<file path="src/rtl/swdr_pkg.sv">
`timescale 1ns / 1ps
// Shared constants, codes and types of the swipe direction recognizer.
// No dependencies; every other file of the block imports it.
package swdr_pkg;

	localparam int MAX_TRACKS = 8;
	localparam int TRK_IDX_W  = (MAX_TRACKS > 1) ? $clog2(MAX_TRACKS) : 1;

	localparam int TID_W  = 3;
	localparam int TIME_W = 32;
	localparam int POS_W  = 16;
	localparam int DIR_W  = 3;
	localparam int CNT_W  = 16;

	localparam int MM_W      = 16;
	localparam int MV_W      = 12;
	localparam int MD_W      = 24;
	localparam int CFG_W     = 24;
	localparam int CFG_IDX_W = 2;

	// serial multiplier: A operand, B operand consumed DIG_W bits per cycle
	localparam int MUL_A_W = 34;
	localparam int MUL_B_W = 28;
	localparam int PROD_W  = 64;
	localparam int DIG_W   = 4;
	localparam int LHS_W   = 54;

	localparam logic [DIR_W-1:0] DIR_NONE  = 3'd0;
	localparam logic [DIR_W-1:0] DIR_UP    = 3'd1;
	localparam logic [DIR_W-1:0] DIR_DOWN  = 3'd2;
	localparam logic [DIR_W-1:0] DIR_LEFT  = 3'd3;
	localparam logic [DIR_W-1:0] DIR_RIGHT = 3'd4;

	localparam logic [CFG_IDX_W-1:0] REG_MIN_MOVEMENT = 2'd0;
	localparam logic [CFG_IDX_W-1:0] REG_MIN_VELOCITY = 2'd1;
	localparam logic [CFG_IDX_W-1:0] REG_MAX_DURATION = 2'd2;

	localparam logic [MM_W-1:0] MIN_MOVEMENT_RST = 16'd800;
	localparam logic [MV_W-1:0] MIN_VELOCITY_RST = 12'd5;
	localparam logic [MD_W-1:0] MAX_DURATION_RST = 24'd500000;

	// us to ms scale, squared
	localparam logic [MUL_B_W-1:0] VEL_SCALE = 28'd1000000;
	// speed products above this can never pass
	localparam logic [PROD_W-1:0]  VEL_LIMIT = 64'h0000_0000_0800_0000;

	typedef logic [TRK_IDX_W-1:0] trk_idx_t;

	typedef struct packed {
		logic clear;
		logic set_seen;
		logic set_ended;
		logic set_can;
		logic wr_start;
		logic wr_prev;
	} trk_wr_t;

	typedef struct packed {
		logic              seen;
		logic              ended;
		logic              can;
		logic [POS_W-1:0]  start_x;
		logic [POS_W-1:0]  start_y;
		logic [TIME_W-1:0] start_time;
		logic [POS_W-1:0]  prev_x;
		logic [POS_W-1:0]  prev_y;
		logic [TIME_W-1:0] prev_time;
	} trk_ent_t;

	typedef enum logic [3:0] {
		S_IDLE,
		S_LOAD,
		S_MOVE_X,
		S_MOVE_Y,
		S_MOVE_T,
		S_STEP_X,
		S_STEP_Y,
		S_VEL,
		S_LHS,
		S_RHS,
		S_COMMIT,
		S_FINISH
	} state_t;

endpackage

</file>
<file path="src/rtl/swdr_mul.sv">
`timescale 1ns / 1ps
// Digit-serial shift-add multiplier, DIG_W bits of B per cycle, stops early.
// Depends on swdr_pkg.
module swdr_mul (
	input  logic                         clk,
	input  logic                         arst_n,
	input  logic                         start,
	input  logic [swdr_pkg::MUL_A_W-1:0] a,
	input  logic [swdr_pkg::MUL_B_W-1:0] b,
	output logic                         busy,
	output logic [swdr_pkg::PROD_W-1:0]  prod
);
	import swdr_pkg::*;

	logic                busy_q;
	logic [PROD_W-1:0]   a_q;
	logic [PROD_W-1:0]   acc_q;
	logic [MUL_B_W-1:0]  b_q;

	always_ff @(posedge clk or negedge arst_n) begin
		if (!arst_n) begin
			busy_q <= 1'b0;
		end else if (start) begin
			busy_q <= 1'b1;
		end else if (busy_q && ((b_q >> DIG_W) == '0)) begin
			busy_q <= 1'b0;
		end
	end

	always_ff @(posedge clk) begin
		if (start) begin
			acc_q <= '0;
			a_q   <= PROD_W'(a);
			b_q   <= b;
		end else if (busy_q) begin
			acc_q <= acc_q + (a_q * PROD_W'(b_q[DIG_W-1:0]));
			a_q   <= a_q << DIG_W;
			b_q   <= b_q >> DIG_W;
		end
	end

	assign busy = busy_q;
	assign prod = acc_q;

endmodule

</file>
<file path="src/rtl/swdr_track.sv">
`timescale 1ns / 1ps
// Per-track store: seen/ended/can-swipe flags plus start and previous point.
// Depends on swdr_pkg.
module swdr_track (
	input  logic                        clk,
	input  logic                        arst_n,
	input  swdr_pkg::trk_idx_t          idx,
	input  swdr_pkg::trk_wr_t           wr,
	input  logic [swdr_pkg::POS_W-1:0]  x,
	input  logic [swdr_pkg::POS_W-1:0]  y,
	input  logic [swdr_pkg::TIME_W-1:0] now,
	output swdr_pkg::trk_ent_t          ent
);
	import swdr_pkg::*;

	logic [MAX_TRACKS-1:0] seen_q;
	logic [MAX_TRACKS-1:0] ended_q;
	logic [MAX_TRACKS-1:0] can_q;

	logic [POS_W-1:0]  start_x_q    [MAX_TRACKS];
	logic [POS_W-1:0]  start_y_q    [MAX_TRACKS];
	logic [TIME_W-1:0] start_time_q [MAX_TRACKS];
	logic [POS_W-1:0]  prev_x_q     [MAX_TRACKS];
	logic [POS_W-1:0]  prev_y_q     [MAX_TRACKS];
	logic [TIME_W-1:0] prev_time_q  [MAX_TRACKS];

	// flags clear at reset and at end of trial
	always_ff @(posedge clk or negedge arst_n) begin
		if (!arst_n) begin
			seen_q  <= '0;
			ended_q <= '0;
			can_q   <= '0;
		end else if (wr.clear) begin
			seen_q  <= '0;
			ended_q <= '0;
			can_q   <= '0;
		end else begin
			if (wr.set_seen) seen_q[idx] <= 1'b1;
			if (wr.set_ended) ended_q[idx] <= 1'b1;
			if (wr.set_can) can_q[idx] <= 1'b1;
		end
	end

	// point data is only read after a write in the same trial
	always_ff @(posedge clk) begin
		if (wr.wr_start) begin
			start_x_q[idx]    <= x;
			start_y_q[idx]    <= y;
			start_time_q[idx] <= now;
		end
		if (wr.wr_prev) begin
			prev_x_q[idx]    <= x;
			prev_y_q[idx]    <= y;
			prev_time_q[idx] <= now;
		end
	end

	always_comb begin
		ent.seen       = seen_q[idx];
		ent.ended      = ended_q[idx];
		ent.can        = can_q[idx];
		ent.start_x    = start_x_q[idx];
		ent.start_y    = start_y_q[idx];
		ent.start_time = start_time_q[idx];
		ent.prev_x     = prev_x_q[idx];
		ent.prev_y     = prev_y_q[idx];
		ent.prev_time  = prev_time_q[idx];
	end

endmodule

</file>
<file path="src/rtl/swipe_direction_recognizer.sv">
`timescale 1ns / 1ps
// Swipe direction recognizer, top level: sequencer, datapath, output register.
// Depends on swdr_pkg, swdr_mul and swdr_track.
//
// Usage:
//  - Config: cfg_we writes cfg_data into register cfg_index (0 min_movement,
//    1 min_velocity, 2 max_duration) at the clock edge; write only when idle.
//  - Input requests (valid/ready) carry either a touch point (action 0) or
//    an end-of-trial with target_direction (action 1).
//  - Every request yields exactly one result request: direction, success,
//    success_count, held in an output register until out_ready.
//  - Path: end of trial, ignored, ended, first or timed-out points go from
//    LOAD straight to FINISH; other points run the serial multiplier, which
//    retires 4 bits of its B operand per cycle and runs up to 8 products
//    per point (start distance squared, squared movement threshold, step
//    distance squared, speed product and the two squared speed terms).
//  - Throughput: one request at a time, as in_ready is high only in IDLE.
//    The next request is taken while a result still waits in the output
//    register; a stalled receiver holds the block in its final state until
//    the register frees up.
//  - Reset: trial state, flags and success count clear, registers take their
//    defaults (800, 5, 500000). Point data per track is written before use.
module swipe_direction_recognizer (
	input  logic                           clk,
	input  logic                           arst_n,
	input  logic                           cfg_we,
	input  logic [swdr_pkg::CFG_IDX_W-1:0] cfg_index,
	input  logic [swdr_pkg::CFG_W-1:0]     cfg_data,
	input  logic                           in_valid,
	output logic                           in_ready,
	input  logic                           action,
	input  logic [swdr_pkg::TID_W-1:0]     track_id,
	input  logic [swdr_pkg::TIME_W-1:0]    time_us,
	input  logic [swdr_pkg::POS_W-1:0]     pos_x,
	input  logic [swdr_pkg::POS_W-1:0]     pos_y,
	input  logic                           last_point,
	input  logic [swdr_pkg::DIR_W-1:0]     target_direction,
	output logic                           out_valid,
	input  logic                           out_ready,
	output logic [swdr_pkg::DIR_W-1:0]     direction,
	output logic                           success,
	output logic [swdr_pkg::CNT_W-1:0]     success_count
);
	import swdr_pkg::*;

	// sequencer
	state_t state_q, state_d;
	logic   enter_q;          // first cycle in a state

	// request captured at accept
	logic              action_q;
	logic [TID_W-1:0]  tid_q;
	logic [TIME_W-1:0] time_q;
	logic [POS_W-1:0]  x_q;
	logic [POS_W-1:0]  y_q;
	logic              last_q;
	logic [DIR_W-1:0]  target_q;

	// config registers
	logic [MM_W-1:0] min_mov_q;
	logic [MV_W-1:0] min_vel_q;
	logic [MD_W-1:0] max_dur_q;

	// trial state
	logic [DIR_W-1:0] dir_q;
	logic             any_seen_q;
	logic [CNT_W-1:0] succ_total_q;

	// working registers
	logic [POS_W-1:0]   st_ax_q, st_ay_q;   // offset from track start
	logic [POS_W-1:0]   mv_ax_q, mv_ay_q;   // step from previous point
	logic [TIME_W-1:0]  dt_p_q;
	logic [DIR_W-1:0]   cand_dir_q;
	logic               hit_q;
	logic               can_q;
	logic               succ_q;
	logic [MUL_A_W-1:0] sum_q;
	logic [MUL_B_W-1:0] m_q;
	logic [LHS_W-1:0]   lhs_q;

	// output register
	logic             out_valid_q;
	logic [DIR_W-1:0] out_dir_q;
	logic             out_succ_q;
	logic [CNT_W-1:0] out_cnt_q;

	// datapath wires
	trk_ent_t           ent;
	trk_wr_t            tw;
	trk_idx_t           trk_idx;
	logic               accept, emit, in_range, first, timeout;
	logic               mul_start, mul_busy, mul_done, move_ok, vel_over, fast;
	logic [MUL_A_W-1:0] mul_a;
	logic [MUL_B_W-1:0] mul_b;
	logic [PROD_W-1:0]  mul_prod;
	logic [TIME_W-1:0]  start_t_eff, age;
	logic [POS_W:0]     st_dx, st_dy, mv_dx, mv_dy;
	logic [POS_W-1:0]   mv_ax, mv_ay;
	logic [DIR_W-1:0]   cand_dir;

	// magnitude of a 17-bit two's complement difference; always fits 16 bits
	function automatic logic [POS_W-1:0] mag(input logic [POS_W:0] v);
		logic [POS_W:0] n;
		n = -v;
		return v[POS_W] ? n[POS_W-1:0] : v[POS_W-1:0];
	endfunction

	assign accept   = in_valid && in_ready;
	assign emit     = (state_q == S_FINISH) && (!out_valid_q || out_ready);
	assign in_range = int'(tid_q) < MAX_TRACKS;
	assign trk_idx  = TRK_IDX_W'(tid_q);
	assign first    = !ent.seen;

	// timeout: a first point measures against its own timestamp
	assign start_t_eff = first ? time_q : ent.start_time;
	assign age         = time_q - start_t_eff;
	assign timeout     = age >= TIME_W'(max_dur_q);

	assign st_dx = {x_q[POS_W-1], x_q} - {ent.start_x[POS_W-1], ent.start_x};
	assign st_dy = {y_q[POS_W-1], y_q} - {ent.start_y[POS_W-1], ent.start_y};
	assign mv_dx = {x_q[POS_W-1], x_q} - {ent.prev_x[POS_W-1], ent.prev_x};
	assign mv_dy = {y_q[POS_W-1], y_q} - {ent.prev_y[POS_W-1], ent.prev_y};
	assign mv_ax = mag(mv_dx);
	assign mv_ay = mag(mv_dy);

	// dominant axis of the step; vertical wins ties, no motion gives none
	always_comb begin
		cand_dir = DIR_NONE;
		if (mv_ay >= mv_ax) begin
			if (mv_dy[POS_W]) begin
				cand_dir = DIR_UP;
			end else if (mv_dy != '0) begin
				cand_dir = DIR_DOWN;
			end
		end else begin
			cand_dir = mv_dx[POS_W] ? DIR_LEFT : DIR_RIGHT;
		end
	end

	assign mul_done = !enter_q && !mul_busy;
	assign move_ok  = ent.can || (sum_q >= MUL_A_W'(mul_prod[2*MM_W-1:0]));
	assign vel_over = mul_prod > VEL_LIMIT;
	assign fast     = PROD_W'(lhs_q) >= mul_prod;

	swdr_mul u_mul (
		.clk    (clk),
		.arst_n (arst_n),
		.start  (mul_start),
		.a      (mul_a),
		.b      (mul_b),
		.busy   (mul_busy),
		.prod   (mul_prod)
	);

	swdr_track u_track (
		.clk    (clk),
		.arst_n (arst_n),
		.idx    (trk_idx),
		.wr     (tw),
		.x      (x_q),
		.y      (y_q),
		.now    (time_q),
		.ent    (ent)
	);

	// next state
	always_comb begin
		state_d = state_q;
		case (state_q)
			S_IDLE: begin
				if (in_valid) state_d = S_LOAD;
			end
			S_LOAD: begin
				if (action_q || !in_range || ent.ended || timeout || first) begin
					state_d = S_FINISH;
				end else begin
					state_d = S_MOVE_X;
				end
			end
			S_MOVE_X: begin
				if (mul_done) state_d = S_MOVE_Y;
			end
			S_MOVE_Y: begin
				if (mul_done) state_d = S_MOVE_T;
			end
			S_MOVE_T: begin
				if (mul_done) state_d = move_ok ? S_STEP_X : S_COMMIT;
			end
			S_STEP_X: begin
				if (mul_done) state_d = S_STEP_Y;
			end
			S_STEP_Y: begin
				if (mul_done) state_d = S_VEL;
			end
			S_VEL: begin
				if (mul_done) state_d = vel_over ? S_COMMIT : S_LHS;
			end
			S_LHS: begin
				if (mul_done) state_d = S_RHS;
			end
			S_RHS: begin
				if (mul_done) state_d = S_COMMIT;
			end
			S_COMMIT: begin
				state_d = S_FINISH;
			end
			S_FINISH: begin
				if (emit) state_d = S_IDLE;
			end
			default: begin
				state_d = S_IDLE;
			end
		endcase
	end

	// sequencer outputs: handshake, multiplier operands, track writes
	always_comb begin
		in_ready  = 1'b0;
		mul_start = 1'b0;
		mul_a     = '0;
		mul_b     = '0;
		tw        = '0;
		case (state_q)
			S_IDLE: begin
				in_ready = 1'b1;
			end
			S_LOAD: begin
				if (!action_q && in_range && !ent.ended) begin
					tw.set_seen  = first;
					tw.wr_start  = first;
					tw.set_ended = timeout || (first && last_q);
					tw.wr_prev   = first && !timeout;
				end
			end
			S_MOVE_X: begin
				mul_start = enter_q;
				mul_a     = MUL_A_W'(st_ax_q);
				mul_b     = MUL_B_W'(st_ax_q);
			end
			S_MOVE_Y: begin
				mul_start = enter_q;
				mul_a     = MUL_A_W'(st_ay_q);
				mul_b     = MUL_B_W'(st_ay_q);
			end
			S_MOVE_T: begin
				mul_start = enter_q;
				mul_a     = MUL_A_W'(min_mov_q);
				mul_b     = MUL_B_W'(min_mov_q);
			end
			S_STEP_X: begin
				mul_start = enter_q;
				mul_a     = MUL_A_W'(mv_ax_q);
				mul_b     = MUL_B_W'(mv_ax_q);
			end
			S_STEP_Y: begin
				mul_start = enter_q;
				mul_a     = MUL_A_W'(mv_ay_q);
				mul_b     = MUL_B_W'(mv_ay_q);
			end
			S_VEL: begin
				mul_start = enter_q;
				mul_a     = MUL_A_W'(dt_p_q);
				mul_b     = MUL_B_W'(min_vel_q);
			end
			S_LHS: begin
				mul_start = enter_q;
				mul_a     = sum_q;
				mul_b     = VEL_SCALE;
			end
			S_RHS: begin
				mul_start = enter_q;
				mul_a     = MUL_A_W'(m_q);
				mul_b     = m_q;
			end
			S_COMMIT: begin
				tw.wr_prev   = 1'b1;
				tw.set_can   = can_q;
				tw.set_ended = last_q || hit_q;
			end
			S_FINISH: begin
				tw.clear = emit && action_q;
			end
			default: ;
		endcase
	end

	// control and trial state
	always_ff @(posedge clk or negedge arst_n) begin
		if (!arst_n) begin
			state_q      <= S_IDLE;
			enter_q      <= 1'b0;
			min_mov_q    <= MIN_MOVEMENT_RST;
			min_vel_q    <= MIN_VELOCITY_RST;
			max_dur_q    <= MAX_DURATION_RST;
			dir_q        <= DIR_NONE;
			any_seen_q   <= 1'b0;
			succ_total_q <= '0;
			out_valid_q  <= 1'b0;
		end else begin
			state_q <= state_d;
			enter_q <= state_d != state_q;

			if (cfg_we) begin
				case (cfg_index)
					REG_MIN_MOVEMENT: min_mov_q <= cfg_data[MM_W-1:0];
					REG_MIN_VELOCITY: min_vel_q <= cfg_data[MV_W-1:0];
					REG_MAX_DURATION: max_dur_q <= cfg_data[MD_W-1:0];
					default: ;
				endcase
			end

			case (state_q)
				S_LOAD: begin
					if (action_q) begin
						if (any_seen_q && (target_q == dir_q) && (succ_total_q != '1)) begin
							succ_total_q <= succ_total_q + 1'b1;
						end
					end else if (in_range) begin
						any_seen_q <= 1'b1;
						if (!ent.ended && timeout) dir_q <= DIR_NONE;
					end
				end
				S_COMMIT: begin
					if (hit_q) dir_q <= cand_dir_q;
				end
				S_FINISH: begin
					// trial clears as its result leaves
					if (emit && action_q) begin
						dir_q      <= DIR_NONE;
						any_seen_q <= 1'b0;
					end
				end
				default: ;
			endcase

			if (emit) begin
				out_valid_q <= 1'b1;
			end else if (out_ready) begin
				out_valid_q <= 1'b0;
			end
		end
	end

	// payload and working registers
	always_ff @(posedge clk) begin
		if (accept) begin
			action_q <= action;
			tid_q    <= track_id;
			time_q   <= time_us;
			x_q      <= pos_x;
			y_q      <= pos_y;
			last_q   <= last_point;
			target_q <= target_direction;
		end

		case (state_q)
			S_LOAD: begin
				st_ax_q    <= mag(st_dx);
				st_ay_q    <= mag(st_dy);
				mv_ax_q    <= mv_ax;
				mv_ay_q    <= mv_ay;
				dt_p_q     <= time_q - ent.prev_time;
				cand_dir_q <= cand_dir;
				hit_q      <= 1'b0;
				can_q      <= ent.can;
				succ_q     <= action_q && any_seen_q && (target_q == dir_q);
			end
			S_MOVE_X, S_STEP_X: begin
				if (mul_done) sum_q <= mul_prod[MUL_A_W-1:0];
			end
			S_MOVE_Y, S_STEP_Y: begin
				if (mul_done) sum_q <= sum_q + mul_prod[MUL_A_W-1:0];
			end
			S_MOVE_T: begin
				if (mul_done) can_q <= move_ok;
			end
			S_VEL: begin
				if (mul_done) m_q <= mul_prod[MUL_B_W-1:0];
			end
			S_LHS: begin
				if (mul_done) lhs_q <= mul_prod[LHS_W-1:0];
			end
			S_RHS: begin
				if (mul_done) hit_q <= fast && (cand_dir_q != DIR_NONE);
			end
			default: ;
		endcase

		if (emit) begin
			out_dir_q  <= dir_q;
			out_succ_q <= succ_q;
			out_cnt_q  <= succ_total_q;
		end
	end

	assign out_valid     = out_valid_q;
	assign direction     = out_dir_q;
	assign success       = out_succ_q;
	assign success_count = out_cnt_q;

endmodule
</file>
<file path="config.mk">
export PLATFORM = sky130hd
export DESIGN_NAME = swipe_direction_recognizer
export DESIGN_NICKNAME = d
export VERILOG_FILES = /design/src/rtl/swdr_pkg.sv /design/src/rtl/swdr_mul.sv /design/src/rtl/swdr_track.sv /design/src/rtl/swipe_direction_recognizer.sv
export SDC_FILE = /design/constraint.sdc
export NUM_CORES = 2
export LEC_CHECK = 0
export ABC_AREA = 1
export BUFFER_PORTS_ARGS = -buffer_cell sky130_fd_sc_hd__buf_2
export CORE_ASPECT_RATIO = 1.2
export CORE_MARGIN = 2
export CORE_UTILIZATION = 40
export CTS_CLUSTER_DIAMETER = 60
export DETAILED_ROUTE_END_ITERATION = 16
export GPL_TIMING_DRIVEN = 0
export SYNTH_ARGS = -nofsm -noshare
export SYNTH_HDL_FRONTEND = slang
export SYNTH_SLANG_ARGS = --single-unit
</file>
<file path="constraint.sdc">
create_clock -name clk -period 10.35 [get_ports clk]
set_clock_uncertainty 0.05 [all_clocks]
set_input_delay 1.035 -clock clk [delete_from_list [all_inputs] [get_ports clk]]
set_output_delay 1.035 -clock clk [all_outputs]
set_load 0.01 [all_outputs]
</file>
=== Word level (Yosys, flattened, before mapping) ===
Memories as Yosys holds them, arrays and structs flattened. A register that Yosys moved wholly into a read port is not among the register bits.
Index checks and enable logic that the tools add are counted.
Widths: inputs -> output; s select.

* Register bits: 569
* Bits in writable memories: 1024
* Memories: 6

* $add $sub $neg: 13
* Multipliers: 1
* Magnitude comparators: 7
* Equality and inequality tests: 24
* Muxes and demuxes: 82
* Bitwise gates (word level): 3
* Reductions and logical operators: 59

{| class="wikitable"
|+ Memory list
! name !! depth !! bits a word !! rd ports !! clocked after Yosys merged registers in !! wr ports !! RTL line !! source
|-
| u_track.prev_time_q || 8 || 32 || 1 || 1 || 1 || swdr_track.sv:25 || <nowiki>logic [TIME_W-1:0] prev_time_q [MAX_TRACKS];</nowiki>
|-
| u_track.start_time_q || 8 || 32 || 1 || 1 || 1 || swdr_track.sv:22 || <nowiki>logic [TIME_W-1:0] start_time_q [MAX_TRACKS];</nowiki>
|-
| u_track.prev_x_q || 8 || 16 || 1 || 1 || 1 || swdr_track.sv:23 || <nowiki>logic [POS_W-1:0] prev_x_q [MAX_TRACKS];</nowiki>
|-
| u_track.prev_y_q || 8 || 16 || 1 || 1 || 1 || swdr_track.sv:24 || <nowiki>logic [POS_W-1:0] prev_y_q [MAX_TRACKS];</nowiki>
|-
| u_track.start_x_q || 8 || 16 || 1 || 1 || 1 || swdr_track.sv:20 || <nowiki>logic [POS_W-1:0] start_x_q [MAX_TRACKS];</nowiki>
|-
| u_track.start_y_q || 8 || 16 || 1 || 1 || 1 || swdr_track.sv:21 || <nowiki>logic [POS_W-1:0] start_y_q [MAX_TRACKS];</nowiki>
|}

{| class="wikitable"
|+ Operators by type and width
! cell !! number
|-
| $pmux 34 s8 || 1
|-
| $pmux 28 s8 || 1
|-
| $mux 34 || 4
|-
| $pmux 34 s2 || 1
|-
| $sub 16x16->17 || 4
|-
| $add 64x64->64 || 1
|-
| $ge 54x64->1 || 1
|-
| $gt 64x28->1 const B || 1
|-
| $mul 64x4->64 || 1
|-
| $mux 16 || 4
|-
| $neg 16->16 || 4
|-
| $sub 32x32->32 || 2
|-
| $mux 28 || 2
|-
| $mux 4 || 12
|-
| $mux 8 || 6
|-
| $pmux 4 s12 || 1
|-
| $mux 3 || 12
|-
| $add 34x34->34 || 1
|-
| $ge 34x32->1 || 1
|-
| $ge 32x24->1 || 1
|-
| $mux 32 || 1
|-
| $logic_not 28->1 || 1
|-
| $or 8x8->8 || 3
|-
| $mux 1 || 22
|-
| other kinds (33) || 101
|}

=== Logic depth before layout (Yosys ltp) ===
* Depth in word-level cells: 11
* Depth in mapped cells: 38

=== Hierarchy ===
Synthesis repeated with hierarchy kept, for this count alone.

* Cell total of the unflattened synthesis: 10494
* Area, all modules: 90403.0 sq um

{| class="wikitable"
|+ Modules (own cells, without submodules)
! module !! instances !! cells each !! area an instance (sq um) !! sequential area each (sq um)
|-
| swdr_track || 1 || 4117 || 43222.7 || 31350.1
|-
| swipe_direction_recognizer || 1 || 3509 || 28852.7 || 11275.8
|-
| swdr_mul || 1 || 2868 || 18327.6 || 3768.6
|}

=== Worst setup path after synthesis ===
No wires, ideal clock.

* Kind: register to register
* Start: register state_q[3]
* End: memory u_track.prev_time_q[0][0] (enable)
* Arrival time: 6.982 ns
* Required time: 9.814 ns
* Slack: 2.832 ns
* Stages on the path, launching flop included: 10
* Path buffers: 0
* Cells stage by stage: dfrtp_1 nor2_1 inv_1 nor2_2 inv_1 nor2_2 nand2_4 o21ai_1 inv_2 nor2_1

* Word-level cells in the longest chain between the ends: 4
* Elaborated cells between the ends (all ways): 5
* Those cells by class: eq/ne: 2; mux: 3

{| class="wikitable"
|+ RTL lines
! item !! RTL line !! source
|-
| from (decl) || swipe_direction_recognizer.sv:47 || <nowiki>state_t state_q, state_d;</nowiki>
|-
| from (signal assigned) || swipe_direction_recognizer.sv:300 || <nowiki>state_q <= state_d;</nowiki>
|-
| $eq 4x4->1 / $eq 4x1->1 (equally long branches) || swipe_direction_recognizer.sv:223 || <nowiki>case (state_q)</nowiki>
|-
| $pmux 1 s2 (*) || swipe_direction_recognizer.sv:223 ||
|-
| $mux 1 (*) || swdr_track.sv:51 || <nowiki>if (wr.wr_prev) begin</nowiki>
|-
| $mux 1 (implied by the code) (*) || swdr_track.sv:54 || <nowiki>prev_time_q[idx] <= now;</nowiki>
|-
| to (decl) || swdr_track.sv:25 ||
|}

Every way passes the cells marked *; elsewhere a longest branch is shown, timed or not.

==> impl_metrics.json <==
{
  "grt_util_met3_pct": 4.08,
  "synthArstFlopShare_pct": 6.45,
  "synth_edf_count": 1396,
  "die_w_um": 422,
  "avgViaCountPerCell": 5.52,
  "maxCapViolations": 3,
  "dr.pass1.iters": 6,
  "synth.avg_cell_area_um2": 10.0,
  "worst_ep_arrival_time_ns": 10.34,
  "die_area_um2": 214000,
  "final.setup.worst_slack_ns": 0.484,
  "rrSetupSlack_ns": 0.48,
  "max_slew_margin_pct": -3.37,
  "grt_pass1_vias": 63700,
  "crit_path_end_kind": "register",
  "grt.busiest_layer": "met2",
  "yosysSeqAreaShare_pct": 55.3,
  "clockRootBuffer": "clkbuf_16",
  "p_sw_share_pct": 47.8,
  "hpwl_um": 215000,
  "tritoncts": "yes",
  "rows": 184,
  "nets": 9407,
  "tightest_slew_ns": 1.55,
  "cts_hold_buffers": 0,
  "io_buffers": 124,
  "setup_viol": 0,
  "power_switching_mw": 16.6,
  "postCtsSetupBuffers": 0,
  "fin_util_pct": 45.6,
  "grt_pass1_wl_um": 418000,
  "areaGrowthSynthToFinish_pct": 13.4,
  "rsz0062_at_grt": "no",
  "max-vdd-ir-drop_v": 0.000338,
  "route.detailed.drc": 0,
  "io_pins": 125,
  "drive_above_1_share_pct": 6.85,
  "clock_sinks": 1596,
  "path_clk_slew_ns": 0.06,
  "fp.coreArea_um2": 209000,
  "ys_ff_latch": 1596,
  "wirelength_um": 287000,
  "drt-initial-drc-count": 6584,
  "cts-buffers-inserted": 177,
  "cts_buffer_depth": 3,
  "h-tree-depth": 4,
  "final_hold_viol_count": 0,
  "cts_resized": 0,
  "yosys_warnings": 0,
  "synth_nets": 9047,
  "worstSetupPathType": "reg -> reg",
  "start_util_pct": 40.2,
  "use_met1_pct": 32.8,
  "synth_area_um2": 84000,
  "combPwrFrac_pct": 54.6,
  "p_seq_share_pct": 27.1,
  "p_leak_nw": 37.7,
  "gp_congestion": 0.986,
  "drv_slew": 51,
  "fill_cells": 19800,
  "grt_max_degree": 64,
  "grtUsageMet2_pct": 43.9,
  "grt_util_all_layers_pct": 26.4,
  "grt-ovfl-total": 0,
  "max_clock_freq_mhz": 101,
  "power-per-cell-area_nw_per_um2": 364,
  "finalCriticalPeriod_ns": 9.87,
  "syn_inst": 8397,
  "clock_latency_ns": 0.87,
  "synth-main-ff-cell": "edfxtp_1",
  "status": "finished with violations",
  "p_int_mw": 18.1,
  "vias": 64600,
  "ant_nets": 0,
  "synth_cell_type_count": 73,
  "setup.worst_path.start_class": "register",
  "hold_class": "in -> async",
  "die_height_um": 506,
  "violations": "max-capacitance violations, max-slew violations",
  "timing.rr.end": "u_track.prev_time_q[2][21]",
  "pwr-share-clk_pct": 18.3,
  "finalCritPeriodShare_pct": 95.3,
  "cp_max_fo": 20,
  "drt-wirelength-per-cell_um": 24.5,
  "antenna_found_initial": 8,
  "cp.required_ns": 10.83,
  "rr_worst_depth": 25,
  "dp_slack_ns": 0.779
}
worst max path at each step:
stage | startpoint | depth (start not counted) | to
global route | register | 30 | u_track.prev_time_q[5][16]
global placement | register | 27 | u_track.prev_time_q[2][1]
CTS | register | 30 | u_track.prev_y_q[5][7]
floorplan | state_q[3] | 9 | u_track.prev_time_q[0][0]
finish | register | 25 | u_track.prev_time_q[2][21]
detailed placement | register | 30 | u_track.prev_time_q[7][14]
power groups by stage:
stage | Sequential (mW) | Combinational (mW) | Clock, mW
6_report | 9.39 | 18.9 | 6.37
5_1_grt | 9.44 | 21.1 | 6.70
4_1_cts | 9.38 | 18.8 | 6.45
3_5_place_dp | 9.50 | 18.7 | 0
3_3_place_gp | 9.54 | 18.5 | 0
2_1_floorplan | 8.96 | 12.8 | 0
per-layer routing:
metal  vias up  share of wire (%)
met2      2497                 48
met3       585                6.8
met5         -              0.015
met4         6                6.3
met1     31800                 39
li1      29700                  -
flip-flops by register name, summed over array words and instances, names as in the netlist, 24 cells and up, named ones only:
signal	count
m_q	28
u_track.start_time_q	256
u_mul.b_q	28
lhs_q	54
sum_q	34
max_dur_q	24
time_q	32
u_track.prev_y_q	128
u_track.prev_x_q	128
u_track.prev_time_q	256
dt_p_q	32
u_track.start_x_q	128
u_track.start_y_q	128
u_mul.prod	64
u_mul.a_q	64
through the flow:
step | hold WS (ns) | power [mW] | TNS (ns) | cell area [um^2] | std cells
after floorplan | 0.350 | 21.8 | 0 | 84000 | 8397
after global placement | 0.353 | 28.0 | -3022.76 | 88100 | 11300
after detailed placement | 0.368 | 28.2 | 0 | 89400 | 11400
after CTS | 0.125 | 34.7 | 0 | 95200 | 11700
after global routing | 0.159 | 37.3 | 0 | 95300 | 11700
final | 0.136 | 34.7 | 0 | 95300 | 11700
cells by family after synthesis:
family	Yosys count	share of synthesized area (%)
buffers and inverters	1279	5.76
muxes	1	0.0119
xor gates and xnor gates	217	2.37
adders and majority gates	547	9.84
AOI/OAI and AO/OA	1845	12.5
and+or+nand+nor	2912	14.2
DFF	1596	55.3
critical path, stage by stage, from the launching register on:
cell and delay, ns:
dfxtp_1 1.05, clkbuf_1 1.03, clkbuf_1 1.03, clkbuf_1 0.62
o221ai_1 0.27, a31oi_1 0.60, ha_1 0.36, nand3_1 0.08
nand2_1 0.10, nand2_1 0.09, nand2_2 0.07, nand2_1 0.07
nand2_1 0.18, a31oi_1 0.24, xnor2_1 0.16, ha_1 0.28
a21oi_1 0.16, nor2_1 0.06, nor3_1 0.32, nand4_1 0.16
nor3_2 0.17, nand3_1 0.52, o21ai_1 0.43, inv_2 0.22
nor2_4 0.81, buf_12 0.30
cell type report:
cell class              instances  area [um^2]  area share, %
flip-flops and latches       1596        46500           48.8
multi-input cells            5522        32800           34.5
clock inverters               108         1230           1.29
diodes                          3         7.51        0.00788
inverters                     965         3630           3.81
well taps                    2790         3490           3.66
clock buffers                 221         4620           4.85
repair buffers                181         1770           1.85
plain buffers                 314         1220           1.28
layout by cell type (no fill, tap or decap), types with 30 or more instances in the layout:
master and count:
fa_1 189, nor3_1 56, dfrtp_1 91, edfxtp_1 1396, nand2_1 1400, a21o_1 30
nand4_1 64, buf_2 141, nor2_1 978, nand3_1 271, buf_12 41, o22ai_1 164
dfxtp_1 97, clkbuf_16 177, o21ai_0 883, ha_1 358, inv_1 941, a31oi_1 63
o221ai_1 98, xnor2_1 59, clkinv_1 35, clkbuf_1 318, xor2_1 148, a21oi_1 420
Yosys cell counts (26+ instances only):
cell type,n,area (um^2)
dfxtp_1,97,1940
xnor2_1,59,517
fa_1,189,3780
o22ai_1,164,1030
nand3_1,271,1360
nand2_1,1401,5260
clkbuf_1,277,1040
nor3_1,57,285
o21ai_0,884,4420
xor2_1,148,1300
inv_1,942,3540
nand4_1,64,400
a21oi_1,420,2100
a21o_1,30,225
o21bai_1,26,195
edfxtp_1,1396,41900
dfrtp_1,91,2280
o221ai_1,98,858
a31oi_1,63,394
ha_1,358,4480
nor2_1,996,3740
Note: power is estimated with default switching activity, not from simulation.
